[src/hpmr_pkg.sv]
// ----------------------------------------------------------------------------
// Histogram plateau package
// Shared constants, datapath commands, status and helper functions.
// ----------------------------------------------------------------------------
`timescale 1ns / 1ps

package hpmr_pkg;

  localparam int unsigned PRODUCT_SHIFT = 20;
  localparam logic [63:0] WEIGHT_NUM = 64'h0100_0000_0000_0000;
  localparam logic [63:0] PERR_NUM   = 64'h4000_0000_0000_0000;
  localparam logic [31:0] NEG_CAP    = 32'h8000_0000;
  localparam logic [31:0] POS_CAP    = 32'h7FFF_FFFF;

  typedef enum logic [4:0] {
    OP_NONE,
    OP_LOAD,
    OP_MUL_XX,
    OP_MUL_CX,
    OP_MUL_CSQL,
    OP_MUL_CSQH,
    OP_MUL_EE,
    OP_ACC_HIST,
    OP_ACC_SQ,
    OP_DIV_W,
    OP_MUL_CWL,
    OP_MUL_CWH,
    OP_ACC_PL,
    OP_ACC_WC,
    OP_DIV_PL,
    OP_DIV_PE,
    OP_SQRT_PE,
    OP_DIV_MN,
    OP_MUL_QQ,
    OP_DIV_M2,
    OP_SQRT_RMS,
    OP_STORE
  } dp_op_e;

  typedef struct packed {
    dp_op_e op;
  } dp_cmd_t;

  typedef struct packed {
    logic plateau_bin;
    logic last_bin;
    logic div_busy;
    logic sqrt_busy;
    logic out_free;
  } dp_status_t;

  function automatic logic [31:0] sat32(input logic [63:0] v);
    logic [31:0] r;
    r = (v[63:32] != 32'd0) ? 32'hFFFF_FFFF : v[31:0];
    return r;
  endfunction

  function automatic logic [63:0] add_sat_u(input logic [63:0] a, input logic [63:0] b);
    logic [64:0] s;
    s = {1'b0, a} + {1'b0, b};
    return s[64] ? 64'hFFFF_FFFF_FFFF_FFFF : s[63:0];
  endfunction

endpackage

[src/hpmr_ctrl.sv]
// ----------------------------------------------------------------------------
// Histogram plateau controller
// Sequences the datapath through bin accumulation and the final results.
// ----------------------------------------------------------------------------
`timescale 1ns / 1ps

module hpmr_ctrl (
  input  logic                 clk_i,
  input  logic                 rst_ni,
  input  logic                 bin_valid_i,
  output logic                 bin_ready_o,
  input  hpmr_pkg::dp_status_t status_i,
  output hpmr_pkg::dp_cmd_t    cmd_o
);

  typedef enum logic [27:0] {
    S_IDLE  = 28'd1 << 0,
    S_MXX   = 28'd1 << 1,
    S_MCX   = 28'd1 << 2,
    S_MSQL  = 28'd1 << 3,
    S_MSQH  = 28'd1 << 4,
    S_MEE   = 28'd1 << 5,
    S_ACCH  = 28'd1 << 6,
    S_ACCH2 = 28'd1 << 7,
    S_DIVW  = 28'd1 << 8,
    S_WAITW = 28'd1 << 9,
    S_MCWL  = 28'd1 << 10,
    S_MCWH  = 28'd1 << 11,
    S_ACCP  = 28'd1 << 12,
    S_ACCP2 = 28'd1 << 13,
    S_DIVPL = 28'd1 << 14,
    S_WPL   = 28'd1 << 15,
    S_DIVPE = 28'd1 << 16,
    S_WPE   = 28'd1 << 17,
    S_SQPE  = 28'd1 << 18,
    S_WSQPE = 28'd1 << 19,
    S_DIVMN = 28'd1 << 20,
    S_WMN   = 28'd1 << 21,
    S_MQQ   = 28'd1 << 22,
    S_DIVM2 = 28'd1 << 23,
    S_WM2   = 28'd1 << 24,
    S_SQRMS = 28'd1 << 25,
    S_WRMS  = 28'd1 << 26,
    S_STORE = 28'd1 << 27
  } state_e;

  state_e state_q, state_d;
  hpmr_pkg::dp_op_e op;

  always_comb begin
    state_d     = state_q;
    op          = hpmr_pkg::OP_NONE;
    bin_ready_o = 1'b0;
    case (state_q)
      S_IDLE: begin
        bin_ready_o = 1'b1;
        if (bin_valid_i) begin
          op      = hpmr_pkg::OP_LOAD;
          state_d = S_MXX;
        end
      end
      S_MXX: begin
        op      = hpmr_pkg::OP_MUL_XX;
        state_d = S_MCX;
      end
      S_MCX: begin
        op      = hpmr_pkg::OP_MUL_CX;
        state_d = S_MSQL;
      end
      S_MSQL: begin
        op      = hpmr_pkg::OP_MUL_CSQL;
        state_d = S_MSQH;
      end
      S_MSQH: begin
        op      = hpmr_pkg::OP_MUL_CSQH;
        state_d = S_MEE;
      end
      S_MEE: begin
        op      = hpmr_pkg::OP_MUL_EE;
        state_d = S_ACCH;
      end
      S_ACCH: begin
        op      = hpmr_pkg::OP_ACC_HIST;
        state_d = S_ACCH2;
      end
      S_ACCH2: begin
        op = hpmr_pkg::OP_ACC_SQ;
        if (status_i.plateau_bin) begin
          state_d = S_DIVW;
        end else if (status_i.last_bin) begin
          state_d = S_DIVPL;
        end else begin
          state_d = S_IDLE;
        end
      end
      S_DIVW: begin
        op      = hpmr_pkg::OP_DIV_W;
        state_d = S_WAITW;
      end
      S_WAITW: begin
        if (!status_i.div_busy) begin
          state_d = S_MCWL;
        end
      end
      S_MCWL: begin
        op      = hpmr_pkg::OP_MUL_CWL;
        state_d = S_MCWH;
      end
      S_MCWH: begin
        op      = hpmr_pkg::OP_MUL_CWH;
        state_d = S_ACCP;
      end
      S_ACCP: begin
        op      = hpmr_pkg::OP_ACC_PL;
        state_d = S_ACCP2;
      end
      S_ACCP2: begin
        op      = hpmr_pkg::OP_ACC_WC;
        state_d = status_i.last_bin ? S_DIVPL : S_IDLE;
      end
      S_DIVPL: begin
        op      = hpmr_pkg::OP_DIV_PL;
        state_d = S_WPL;
      end
      S_WPL: begin
        if (!status_i.div_busy) begin
          state_d = S_DIVPE;
        end
      end
      S_DIVPE: begin
        op      = hpmr_pkg::OP_DIV_PE;
        state_d = S_WPE;
      end
      S_WPE: begin
        if (!status_i.div_busy) begin
          state_d = S_SQPE;
        end
      end
      S_SQPE: begin
        op      = hpmr_pkg::OP_SQRT_PE;
        state_d = S_WSQPE;
      end
      S_WSQPE: begin
        if (!status_i.sqrt_busy) begin
          state_d = S_DIVMN;
        end
      end
      S_DIVMN: begin
        op      = hpmr_pkg::OP_DIV_MN;
        state_d = S_WMN;
      end
      S_WMN: begin
        if (!status_i.div_busy) begin
          state_d = S_MQQ;
        end
      end
      S_MQQ: begin
        op      = hpmr_pkg::OP_MUL_QQ;
        state_d = S_DIVM2;
      end
      S_DIVM2: begin
        op      = hpmr_pkg::OP_DIV_M2;
        state_d = S_WM2;
      end
      S_WM2: begin
        if (!status_i.div_busy) begin
          state_d = S_SQRMS;
        end
      end
      S_SQRMS: begin
        op      = hpmr_pkg::OP_SQRT_RMS;
        state_d = S_WRMS;
      end
      S_WRMS: begin
        if (!status_i.sqrt_busy) begin
          state_d = S_STORE;
        end
      end
      S_STORE: begin
        if (status_i.out_free) begin
          op      = hpmr_pkg::OP_STORE;
          state_d = S_IDLE;
        end
      end
      default: begin
        state_d = S_IDLE;
      end
    endcase
  end

  always_ff @(posedge clk_i or negedge rst_ni) begin
    if (!rst_ni) begin
      state_q <= S_IDLE;
    end else begin
      state_q <= state_d;
    end
  end

  assign cmd_o.op = op;

endmodule

[config.mk]
export PLATFORM = sky130hd
export DESIGN_NAME = hpmr_ctrl
export DESIGN_NICKNAME = d
export VERILOG_FILES = /design/src/hpmr_pkg.sv /design/src/hpmr_ctrl.sv
export SDC_FILE = /design/constraint.sdc
export NUM_CORES = 1
export LEC_CHECK = 0
export BUFFER_PORTS_ARGS = -buffer_cell sky130_fd_sc_hd__clkbuf_2
export CORE_ASPECT_RATIO = 2
export CORE_MARGIN = 5
export CORE_UTILIZATION = 50
export CTS_CLUSTER_DIAMETER = 50
export DETAILED_ROUTE_END_ITERATION = 16
export GPL_TIMING_DRIVEN = 0
export HOLD_SLACK_MARGIN = 0.1
export PLACE_DENSITY = 0.81
export SYNTH_ARGS = -nofsm -noshare
export SYNTH_HDL_FRONTEND = slang
export SYNTH_SLANG_ARGS = --single-unit
[constraint.sdc]
create_clock -name clk_i -period 2.4 [get_ports clk_i]
set_input_delay 0.12 -clock clk_i [delete_from_list [all_inputs] [get_ports clk_i]]
set_output_delay 0.12 -clock clk_i [all_outputs]
set_load 0.005 [all_outputs]
==> results of run 1 <==
==> per-layer routing <==
metal	wire, um	vias up	track usage (%)
li1	-	796	-
met1	2130	927	27.6
met2	3220	131	43.2
met3	435	41	3.19
met4	456	0	17.5
met5	0	-	0
==> logic make-up (layout without fill, tap and decap cells) <==
group	after synthesis	in the layout	synth area share (%)
compound gates	18	18	7.98
xor+xnor	5	5	2.52
buf+inv	8	65	2.66
flops	28	28	40.3
simple gates	115	115	46.5
==> cell usage in the layout (no fill, tap or decap), types with 5 or more instances in the layout <==
cell	instances
inv_1	5
dlygate4sd3_1	5
dfrtp_1	13
nand4b_1	9
buf_6	5
nand2_1	10
nor2_1	17
nand3_1	5
dfrtp_2	14
nor3_1	5
nor4_2	5
nand2_2	6
nor4_4	11
buf_4	33
clkbuf_2	12
or4_4	5
a21o_1	6
==> power breakdown <==
group	switching, mW	total (mW)	internal, mW
Clock	0.144	0.263	0.119
Sequential	0.0496	0.556	0.507
Combinational	0.491	0.897	0.405
Total	0.684	1.72	1.03
==> worst min-delay path: cells and delay by family <==
family	cells	cell delay, ns
AND/OR/NAND/NOR	1	0.09
buffers and inverters	2	0.17
==> layout make-up <==
cell class | instances | area (um^2) | share of cell area [%]
inverter | 5 | 18.8 | 0.746
tap | 32 | 40.0 | 1.59
clock buffer | 4 | 45.0 | 1.79
timing repair buffer | 54 | 403 | 16.0
sequential | 28 | 719 | 28.6
buffer | 2 | 26.3 | 1.04
multi-input combinational | 138 | 1260 | 50.2
==> repair_timing <==
item | 4_1_cts | 5_1_grt
endpoints found under the setup margin | 21 | 19
hold buffers | 5 | 0
setup buffers | 27 | 11
resized for setup | 39 | 27
hold endpoints to repair | 31 | 0
pin swaps | 15 | 8
==> worst paths after layout <==
path	startpoint	slack, ns	to
min	bin_valid_i	0.15	state_q[1]
max	state_q[0]	-0.33	cmd_o[0]
max reg2reg	state_q[0]	-0.26	state_q[0]
min in group asynchronous	rst_ni	0.42	state_q[18]
min reg2reg	state_q[23]	0.55	state_q[23]
max in group asynchronous	rst_ni	1.47	state_q[26]
==> Implementation_results.wiki, run 1 <==
{| class="wikitable"
! Metric !! Value
|-
| Worst r2r path cells || 9
|-
| HPWL Detailed || between 3000 and 4000 um
|-
| Core Area || 3380 um^2
|-
| Clk Tree Root Cell || clkbuf_8
|-
| Largest net degree at the start of global routing || 29
|-
| Transition time of the tightest slew-check pin || between 0.7 and 0.8 ns
|-
| Failing checks || setup timing
|-
| Number of nets with antenna violations after detailed routing || 0
|-
| Relative area change from synthesis to final layout || 44.6%
|-
| Reg clk slew, reported paths || 0.09 ns
|-
| Via count || 1895
|-
| Wire length of the first global-routing pass || 9130 um
|-
| Share of cells above drive strength 1 || between 50% and 60%
|-
| Kind of cell adding the most delay to the critical path || simple AND/OR/NAND/NOR gates
|-
| # fillers || 208
|-
| Maximum single-stage delay on the critical path || just over 0.6 ns
|-
| 1st-pass router iterations || 5
|-
| Worst clock skew || 0.00746 ns
|-
| Total Negative Setup Slacks || -2.42 ns
|-
| Worst-path cell with the longest stage delay || dfstp_2
|-
| Crit path depth || 9
|-
| Via density per instance || between 7 and 8
|-
| Number of placed I/O pins || 14
|-
| Biggest registers after layout || state_q (28)
|-
| Largest cells by area after synthesis || dfrtp_1 39%, nor4_4 4.9%, nor4_1 4.7%
|-
| Worst-case clock buffer depth || 2
|-
| Number of standard cells after synthesis || roughly 170
|-
| DRC errors left || 0
|-
| Overall die area || between 4000 and 5000 um^2
|-
| EDFF count, synth || 0
|-
| Worst min-delay path category || in -> reg
|-
| Crit path time final || approximately 2.7 ns
|-
| X dimension of the die || 51.7 um
|-
| Post-Route Hold Slack || 0.148 ns
|-
| Net Count, Synth || about 180
|-
| Critical Path Sink Type || output pin
|-
| Maximum clock frequency || 0.366 GHz
|-
| Number of flip-flops under the largest register name || 28
|-
| Placement-stage cell area || roughly 1800 um^2
|-
| Cell Chain, Critical Path || nor4_4, buf_4, nand4_1, or2_4, nor3b_4, nor4_2, nand4b_1, or4_1, clkbuf_2
|-
| Final net count || between 200 and 250
|-
| Final setup vio count || 18
|-
| Final global-route overflow total || 0
|-
| Async set-or-reset flop fraction in the synthesized netlist || 100%
|-
| Deepest level of the CTS H-tree || 1
|-
| Status || complete, but fails checks
|-
| CP bufs+invs || 2
|-
| Share of the clock period used by the worst path || 114%
|-
| Clock Latency Late Sink || 0.27 ns
|-
| Routed wirelength normalized by instance count || roughly 24 um
|-
| TritonCTS clock tree || yes
|-
| Leak || 1.22 nW
|-
| Required time at the worst-slack endpoint || 2.28 ns
|-
| Area share of the largest cell type after synthesis || between 30% and 40%
|-
| Number of buffers created by CTS || 3
|-
| Total power of the final layout || roughly 1.7 mW
|-
| Inserted Diodes || 0
|-
| Maximum net fanout on the critical path || 4
|-
| Post-synthesis cell type with the largest combined area || dfrtp_1
|-
| Final Hold Viols || 0
|-
| Mapped Area || 1740 um^2
|-
| Sequential share of the synthesized area || between 40 and 50%
|-
| Number of maximum-capacitance constraint violations || 0
|-
| Antenna violations before repair || 0
|-
| Number of clock sinks || 28
|-
| Data arrival time of the critical path || about 2.6 ns
|-
| Worst slew margin relative to its limit || between 50% and 60%
|-
| Power density cells || slightly below 700 nW/um^2
|-
| Register name with the most flops || state_q
|-
| Vias in the first global route || between 1500 and 2000
|-
| IR Drop Worst-Case VDD || around 0.00038 V
|-
| Top FF cell, synth || dfrtp_1
|-
| Cell Count Post-Placement || 219
|-
| Nature of the critical path startpoint || flop
|-
| Average size of a mapped cell || 10.0 um^2
|-
| Placement row count || 30
|-
| Max-slew violation count || 0
|-
| Initial core utilization || 51.5%
|-
| Total wire length || 6240 um
|-
| YS warnings || 0
|-
| Final RePlAce weighted congestion || about 0.9
|-
| Final instance area || between 2000 and 3000 um^2
|-
| Hold Crit Depth || 3
|-
| Post-route worst setup slack || -0.332 ns
|-
| Post-synth top cells || 27 x dfrtp_1, 17 x nor2_1, 16 x nand2_1
|-
| Share of the core filled with cells in the final layout || 74.5%
|-
| Die Y || around 93 um
|-
| Port-buffer cells || 13
|-
| Unrepaired setup endpoints after global routing || yes
|-
| Final cell count without fillers || 263
|-
| Unique masters post-synth || 44
|-
| Pre-CTS setup slack || -0.389 ns
|-
| Type of the worst setup path || reg -> out
|-
| Number of DRC markers after the initial detailed-route iteration || 99
|-
| All-Layer GR Usage || between 20% and 30%
|-
| Library cell with the highest instance count after synthesis || dfrtp_1
|-
| Yosys reg bits || 28
|}
(Power assumes the default switching activity.)
==> inputs of run 2 (changes only) <==
--- a/config.mk
+++ b/config.mk
@@ -11,7 +11,7 @@
 export CORE_UTILIZATION = 50
 export CTS_CLUSTER_DIAMETER = 50
 export DETAILED_ROUTE_END_ITERATION = 16
-export GPL_TIMING_DRIVEN = 0
+export GPL_TIMING_DRIVEN = 1
 export HOLD_SLACK_MARGIN = 0.1
 export PLACE_DENSITY = 0.81
 export SYNTH_ARGS = -nofsm -noshare
==> run 2 against run 1 <==
Effect of this change: sequential power is 2% lower; clock power up 10%; worst setup slack got worse by 0.051 ns; global-route usage grew 6.1 points; register-to-register slack better by 0.08 ns; critical path type unchanged; largest cell class unchanged; combinational power rose by 24%; maximum frequency decreased by 1.8%; highest routed layer unchanged; die area unchanged; via count grew 14%; the run still ends with setup timing left; sequential cell count did not move; sequential share of layout area fell by 3.9 points; cell count is 17% higher.
==> Implementation_results.wiki, run 2 (synthesized netlist as in run 1, its figures left out) <==
{| class="wikitable"
! Metric !! Value
|-
| Hold Crit Depth || 3 (unchanged)
|-
| Data arrival time of the critical path || 2.66 ns (+0.05 ns)
|-
| # fillers || 162 (-22%)
|-
| Unrepaired setup endpoints after global routing || yes
|-
| Placement row count || 30 (unchanged)
|-
| Deepest level of the CTS H-tree || 1 (unchanged)
|-
| HPWL Detailed || 4390 um (+20%)
|-
| Worst slew margin relative to its limit || 51.7% (-0.60 points)
|-
| TritonCTS clock tree || yes
|-
| Kind of cell adding the most delay to the critical path || simple AND/OR/NAND/NOR gates
|-
| Transition time of the tightest slew-check pin || 0.725 ns (+0.00902 ns)
|-
| Share of the clock period used by the worst path || 116% (+2.1 points)
|-
| Final global-route overflow total || 0 (unchanged)
|-
| Wire length of the first global-routing pass || 11100 um (+21%)
|-
| Maximum clock frequency || 0.359 GHz (-1.8%)
|-
| Type of the worst setup path || reg -> out
|-
| Number of nets with antenna violations after detailed routing || 0 (unchanged)
|-
| Startpoint of the most critical setup path || state_q[24]
|-
| Antenna violations before repair || 0 (unchanged)
|-
| Worst-case clock buffer depth || 2 (unchanged)
|-
| Relative area change from synthesis to final layout || 63.5%
|-
| Clock Latency Late Sink || 0.27 ns (about the same)
|-
| Required time at the worst-slack endpoint || 2.28 ns (about the same)
|-
| X dimension of the die || 51.7 um (unchanged)
|-
| CP bufs+invs || 1 (-1)
|-
| Worst-path cell with the longest stage delay || or4_4
|-
| Hold_sp || status_i[4]
|-
| Total power of the final layout || 1.94 mW (+13%)
|-
| Number of clock sinks || 28 (unchanged)
|-
| Number of DRC markers after the initial detailed-route iteration || 200 (+100%)
|-
| Worst r2r path cells || 9 (unchanged)
|-
| Status || complete, but fails checks
|-
| Largest net degree at the start of global routing || 29 (unchanged)
|-
| Nature of the critical path startpoint || flop
|-
| Number of buffers created by CTS || 3 (unchanged)
|-
| Maximum net fanout on the critical path || 4 (unchanged)
|-
| Worst R2R Setup Slack || -0.18 ns (+0.08 ns)
|-
| Final net count || 284 (+18%)
|-
| Initial core utilization || 51.5% (unchanged)
|-
| Core Area || 3380 um^2 (unchanged)
|-
| Number of maximum-capacitance constraint violations || 0 (unchanged)
|-
| Number of flip-flops under the largest register name || 28 (unchanged)
|-
| Final Hold Viols || 0 (unchanged)
|-
| Inserted Diodes || 0 (unchanged)
|-
| IR Drop Worst-Case VDD || 0.000538 V (+40%)
|-
| Power density cells || 683 nW/um^2 (+0.20%)
|-
| Die Y || 93.4 um (unchanged)
|-
| Reg clk slew, reported paths || 0.10 ns (about the same)
|-
| Crit path time final || 2.78 ns (+0.0512 ns)
|-
| All-Layer GR Usage || 31.3% (+6.1 points)
|-
| Final RePlAce weighted congestion || 0.964 (+5.1%)
|-
| Failing checks || setup timing
|-
| Number of placed I/O pins || 14 (unchanged)
|-
| Worst R2R Start || state_q[18]
|-
| Maximum single-stage delay on the critical path || 0.59 ns (-0.02 ns)
|-
| Share of cells above drive strength 1 || 58.2% (+6.7 points)
|-
| End of the worst hold path || state_q[8]
|-
| Worst clock skew || 0.00423 ns (-0.00323 ns)
|-
| DRC errors left || 0 (unchanged)
|-
| Cell Count Post-Placement || 276 (+26%)
|-
| Final cell count without fillers || 307 (+17%)
|-
| Cell Chain, Critical Path || nor4_4, nand3_2, or4_4, nor4b_4, nor4_2, nand4b_1, or4_1, clkbuf_2
|-
| 1st-pass router iterations || 4 (-1)
|-
| Total Negative Setup Slacks || -1.53 ns (+0.892 ns)
|-
| Register name with the most flops || state_q
|-
| Worst min-delay path category || in -> reg
|-
| Worst R2R End || state_q[0]
|-
| Max-slew violation count || 0 (unchanged)
|-
| Routed wirelength normalized by instance count || 26.9 um (+13%)
|-
| Post-route worst setup slack || -0.383 ns (-0.0512 ns)
|-
| Port-buffer cells || 13 (unchanged)
|-
| Critical Path Sink Type || output pin
|-
| Biggest registers after layout || state_q (28)
|-
| Via density per instance || 7.04 (-2.4%)
|-
| Leading cell type in the layout, fill and taps excluded || buf_4
|-
| Final setup vio count || 14 (-4)
|-
| Total wire length || 8240 um (+32%)
|-
| Commonest cells after routing, fill and taps aside || 80 x buf_4, 26 x dfrtp_1, 15 x nor2_1
|-
| Leak || 1.46 nW (+20%)
|-
| Overall die area || 4830 um^2 (unchanged)
|-
| Clk Tree Root Cell || clkbuf_8
|-
| Share of the core filled with cells in the final layout || 84.2% (+9.7 points)
|-
| Vias in the first global route || 2150 (+16%)
|-
| Via count || 2160 (+14%)
|}
[run 2: cell count changes in the layout (fill, tap and decap cells not counted), moves of 2 or more]
cell,delta
nand2_4,+2
buf_4,+47
nor4_1,+2
dlygate4sd3_1,-4
dfrtp_2,-13
or3_4,+2
dfrtp_1,+13
nor2_1,-2
or3_1,-2
[run 2: worst max path at each step]
| stage | to | slack (ns) | cells past startpoint |
|---|---|---|---|
| CTS | cmd_o[0] | -0.17 | 9 |
| finish | cmd_o[0] | -0.38 | 8 |
| global route | cmd_o[0] | -0.52 | 8 |
| floorplan | state_q[0] | 0.04 | 8 |
| global placement | state_q[27] | -0.07 | 8 |
| detailed placement | state_q[0] | -0.12 | 9 |
[run 2: report_power, final]
group          leakage (nW)  total [mW]  switching, mW  internal [mW]
Sequential            0.385       0.546         0.0394          0.506
Clock                0.0288       0.290          0.144          0.147
Combinational          1.05        1.11          0.600          0.506
Total                  1.46        1.94          0.783           1.16
[run 2: metal layers]
metal / global-route usage, % / share of wire [%]
met5: 0 / 0
met4: 20.8 / 8.9
met3: 4.15 / 8.0
met2: 55.4 / 51
met1: 33.0 / 32
[run 2: through the flow]
step / hold WS, ns / area (um^2) / worst slack [ns]
detailed placement: 0.192 / 2270 / -0.118
global route: 0.118 / 2850 / -0.522
global placement: 0.190 / 2270 / -0.0706
CTS: 0.103 / 2600 / -0.169
floorplan: -0.176 / 1740 / 0.0401
finish: 0.125 / 2850 / -0.383
[run 2: cell type report]
type	count	area [um^2]	area share, %
Tap cell	32	40.0	1.41
Clock buffer	4	55.1	1.93
Timing Repair Buffer	99	732	25.7
Inverter	5	18.8	0.660
Sequential cell	28	703	24.7
Multi-Input combinational cell	139	1300	45.6
[run 2: worst min-delay path, delay by kind of cell]
family                 cells  cell delay [ns]
and+or+nand+nor            1             0.08
buffers and inverters      2             0.16
[run 2: what timing repair did]
item                                    4_1_cts  5_1_grt
gates resized for setup                      28       30
buffers inserted                             14       11
pin swaps                                    20       22
endpoints found under the setup margin       16       20
hold endpoints to repair                     27        0
cloned                                        1        0
hold buffers                                  1        0
==> inputs of run 3 (changes only) <==
--- a/config.mk
+++ b/config.mk
@@ -7,13 +7,14 @@
 export LEC_CHECK = 0
 export BUFFER_PORTS_ARGS = -buffer_cell sky130_fd_sc_hd__clkbuf_2
 export CORE_ASPECT_RATIO = 2
-export CORE_MARGIN = 5
+export CORE_MARGIN = 2
 export CORE_UTILIZATION = 50
 export CTS_CLUSTER_DIAMETER = 50
 export DETAILED_ROUTE_END_ITERATION = 16
 export GPL_TIMING_DRIVEN = 1
 export HOLD_SLACK_MARGIN = 0.1
 export PLACE_DENSITY = 0.81
+export SKIP_LAST_GASP = 1
 export SYNTH_ARGS = -nofsm -noshare
 export SYNTH_HDL_FRONTEND = slang
 export SYNTH_SLANG_ARGS = --single-unit
==> run 3 against run 2 <==
Effect of this change: the run still ends with setup timing left; largest cell class unchanged; final area is 3.1% lower; die area down 17%; clock power decreased by 6.9%; combinational power is 6% lower; register-to-register slack got worse by 0.04 ns; count of clock-buffer cells in the layout is the same; total power down 4.8%; cell count decreased by 2.9%; global-route usage increased by 5.4 points.
==> Implementation_results.wiki, run 3 (synthesized netlist as in run 1, its figures left out) <==
{| class="wikitable"
! Metric !! Value
|-
| Final global-route overflow total || 0 (unchanged)
|-
| Inserted Diodes || 0 (unchanged)
|-
| Transition time of the tightest slew-check pin || 0.755 ns (+0.0304 ns)
|-
| Hold Crit Depth || 3 (unchanged)
|-
| Vias in the first global route || 2077 (-3.4%)
|-
| Initial core utilization || 51.5% (unchanged)
|-
| Total Negative Setup Slacks || -1.91 ns (-0.381 ns)
|-
| Maximum net fanout on the critical path || 3 (-1)
|-
| Largest net degree at the start of global routing || 29 (unchanged)
|-
| Total net switching power || 0.714 mW (-8.9%)
|-
| # fillers || 191 (+18%)
|-
| Number of DRC markers after the initial detailed-route iteration || 187 (-6.5%)
|-
| Clk Tree Root Cell || clkbuf_8
|-
| Commonest cells after routing, fill and taps aside || 66 x buf_4, 26 x dfrtp_1, 16 x nor2_1
|-
| Register name with the most flops || state_q
|-
| Overall die area || 4000 um^2 (-17%)
|-
| Critical Path Sink Type || output pin
|-
| Number of maximum-capacitance constraint violations || 0 (unchanged)
|-
| Biggest registers after layout || state_q (28)
|-
| DRC errors left || 0 (unchanged)
|-
| Placement row count || 30 (unchanged)
|-
| Max-slew violation count || 0 (unchanged)
|-
| Combined area of the multi-input logic cells || 1260 um^2 (-3.0%)
|-
| Number of placed I/O pins || 14 (unchanged)
|-
| End of the worst hold path || state_q[18]
|-
| Via count || 2113 (-2.2%)
|-
| Worst R2R Start || state_q[0]
|-
| Port-buffer cells || 13 (unchanged)
|-
| Number of clock sinks || 28 (unchanged)
|-
| Status || complete, but fails checks
|-
| HPWL Detailed || 4630 um (+5.5%)
|-
| Worst r2r path cells || 10 (+1)
|-
| Worst-case clock buffer depth || 2 (unchanged)
|-
| Seq pwr share || 29.0% (+0.9 points)
|-
| Power density cells || 671 nW/um^2 (-1.7%)
|-
| Final Hold Viols || 0 (unchanged)
|-
| Switching portion of total power || 38.6% (-1.7 points)
|-
| Final cell count without fillers || 298 (-2.9%)
|-
| Share of the clock period used by the worst path || 114% (-1.8 points)
|-
| TritonCTS clock tree || yes
|-
| Data arrival time of the critical path || 2.62 ns (-0.04 ns)
|-
| Final RePlAce weighted congestion || 0.986 (+2.3%)
|-
| Antenna violations before repair || 0 (unchanged)
|-
| Relative area change from synthesis to final layout || 58.4%
|-
| Via density per instance || 7.09 (+0.78%)
|-
| Final net count || 275 (-3.2%)
|-
| Maximum clock frequency || 0.365 GHz (+1.6%)
|-
| Post-route worst setup slack || -0.340 ns (+0.0431 ns)
|-
| Worst R2R Setup Slack || -0.22 ns (-0.04 ns)
|-
| X dimension of the die || 45.7 um (-12%)
|-
| Worst R2R End || state_q[0]
|-
| Unrepaired setup endpoints after global routing || yes
|-
| Final setup vio count || 16 (+2)
|-
| 1st-pass router iterations || 4 (unchanged)
|-
| Total wire length || 7840 um (-4.8%)
|-
| Routed wirelength normalized by instance count || 26.3 um (-2.0%)
|-
| Die Y || 87.4 um (-6.4%)
|-
| Deepest level of the CTS H-tree || 1 (unchanged)
|-
| Number of nets with antenna violations after detailed routing || 0 (unchanged)
|-
| Core Area || 3380 um^2 (unchanged)
|-
| Wire length of the first global-routing pass || 10400 um (-5.9%)
|-
| All-Layer GR Usage || 36.8% (+5.4 points)
|-
| Leading cell type in the layout, fill and taps excluded || buf_4
|-
| Share of cells above drive strength 1 || 52.6% (-5.6 points)
|-
| Worst min-delay path category || in -> reg
|-
| Crit path time final || 2.74 ns (-0.0431 ns)
|-
| Clock share of power || 14.6% (-0.3 points)
|-
| Number of buffers created by CTS || 3 (unchanged)
|-
| Required time at the worst-slack endpoint || 2.28 ns (about the same)
|-
| Number of flip-flops under the largest register name || 28 (unchanged)
|-
| Reg clk slew, reported paths || 0.10 ns (about the same)
|-
| IR Drop Worst-Case VDD || 0.000760 V (+41%)
|-
| Share of the core filled with cells in the final layout || 81.6% (-2.6 points)
|-
| Nature of the critical path startpoint || flop
|-
| Worst slew margin relative to its limit || 49.7% (-2.0 points)
|-
| Internal power consumption || 1.14 mW (-2.0%)
|-
| Failing checks || setup timing
|-
| Cell Count Post-Placement || 270 (-2.2%)
|-
| Hold_sp || status_i[1]
|-
| Worst clock skew || 0.00585 ns (+0.00162 ns)
|-
| Type of the worst setup path || reg -> out
|-
| Clock Latency Late Sink || 0.28 ns (about the same)
|-
| Leak || 1.41 nW (-3.3%)
|-
| Sequential cell area in the final layout || 703 um^2 (unchanged)
|-
| Relative contribution of combinational cells to total power || 56.4% (-0.6 points)
|}
run 3: worst max-delay path: stages, from the launching register on:
cell and delay [ns]:
dfrtp_1 0.43, nor4_4 0.45, nand2_1 0.17, or4_1 0.55, or3b_1 0.42, nand4b_1 0.11
or4_1 0.11, clkbuf_2 0.11
run 3: through the flow:
| stage | cell area [um^2] | worst slack [ns] | hold WS (ns) | power (mW) |
|---|---|---|---|---|
| floorplan | 1740 | 0.0401 | -0.176 | 0.939 |
| global placement | 2240 | -0.177 | 0.204 | 1.24 |
| detailed placement | 2240 | -0.194 | 0.205 | 1.26 |
| CTS | 2490 | -0.277 | 0.215 | 1.63 |
| global route | 2760 | -0.454 | 0.208 | 1.91 |
| finish | 2760 | -0.340 | 0.195 | 1.85 |
run 3: layout make-up:
type                            count  share of cell area, %
Timing Repair Buffer               90                   25.1
Multi-Input combinational cell    139                   45.6
Sequential cell                    28                   25.5
Clock buffer                        4                   1.63
Inverter                            5                  0.681
Tap cell                           32                   1.45
run 3: power by group through the flow:
stage               Sequential (mW)  Clock, mW  Combinational [mW]
global route                  0.539      0.289                1.08
CTS                           0.534      0.274               0.817
finish                        0.537      0.270                1.04
global placement              0.551          0               0.686
detailed placement            0.556          0               0.704
floorplan                     0.538          0               0.401
run 3: per-layer routing:
layer | vias up | GRT usage [%] | routed length, um
met2 | 167 | 64.7 | 3980
met4 | 0 | 21.0 | 687
met3 | 58 | 4.15 | 606
met1 | 1015 | 39.9 | 2570
met5 | - | 0 | 0
li1 | 873 | - | -
run 3: how the worst max path moves through the flow:
stage                            from         end  slack [ns]  depth (start not counted)
after detailed placement   state_q[1]    cmd_o[0]       -0.19                          8
after global routing      state_q[26]    cmd_o[0]       -0.45                         10
after floorplan            state_q[0]  state_q[0]        0.04                          8
final                     state_q[26]    cmd_o[0]       -0.34                          7
after CTS                  state_q[8]    cmd_o[0]       -0.28                          9
after global placement     state_q[1]    cmd_o[0]       -0.18                          8
run 3: what timing repair did:
action	4_1_cts	5_1_grt
endpoints found under the setup margin	19	19
buffers inserted	10	8
gates cloned	0	1
hold endpoints to repair	31	0
hold buffers	5	0
gates resized for setup	14	37
pin swaps	12	18
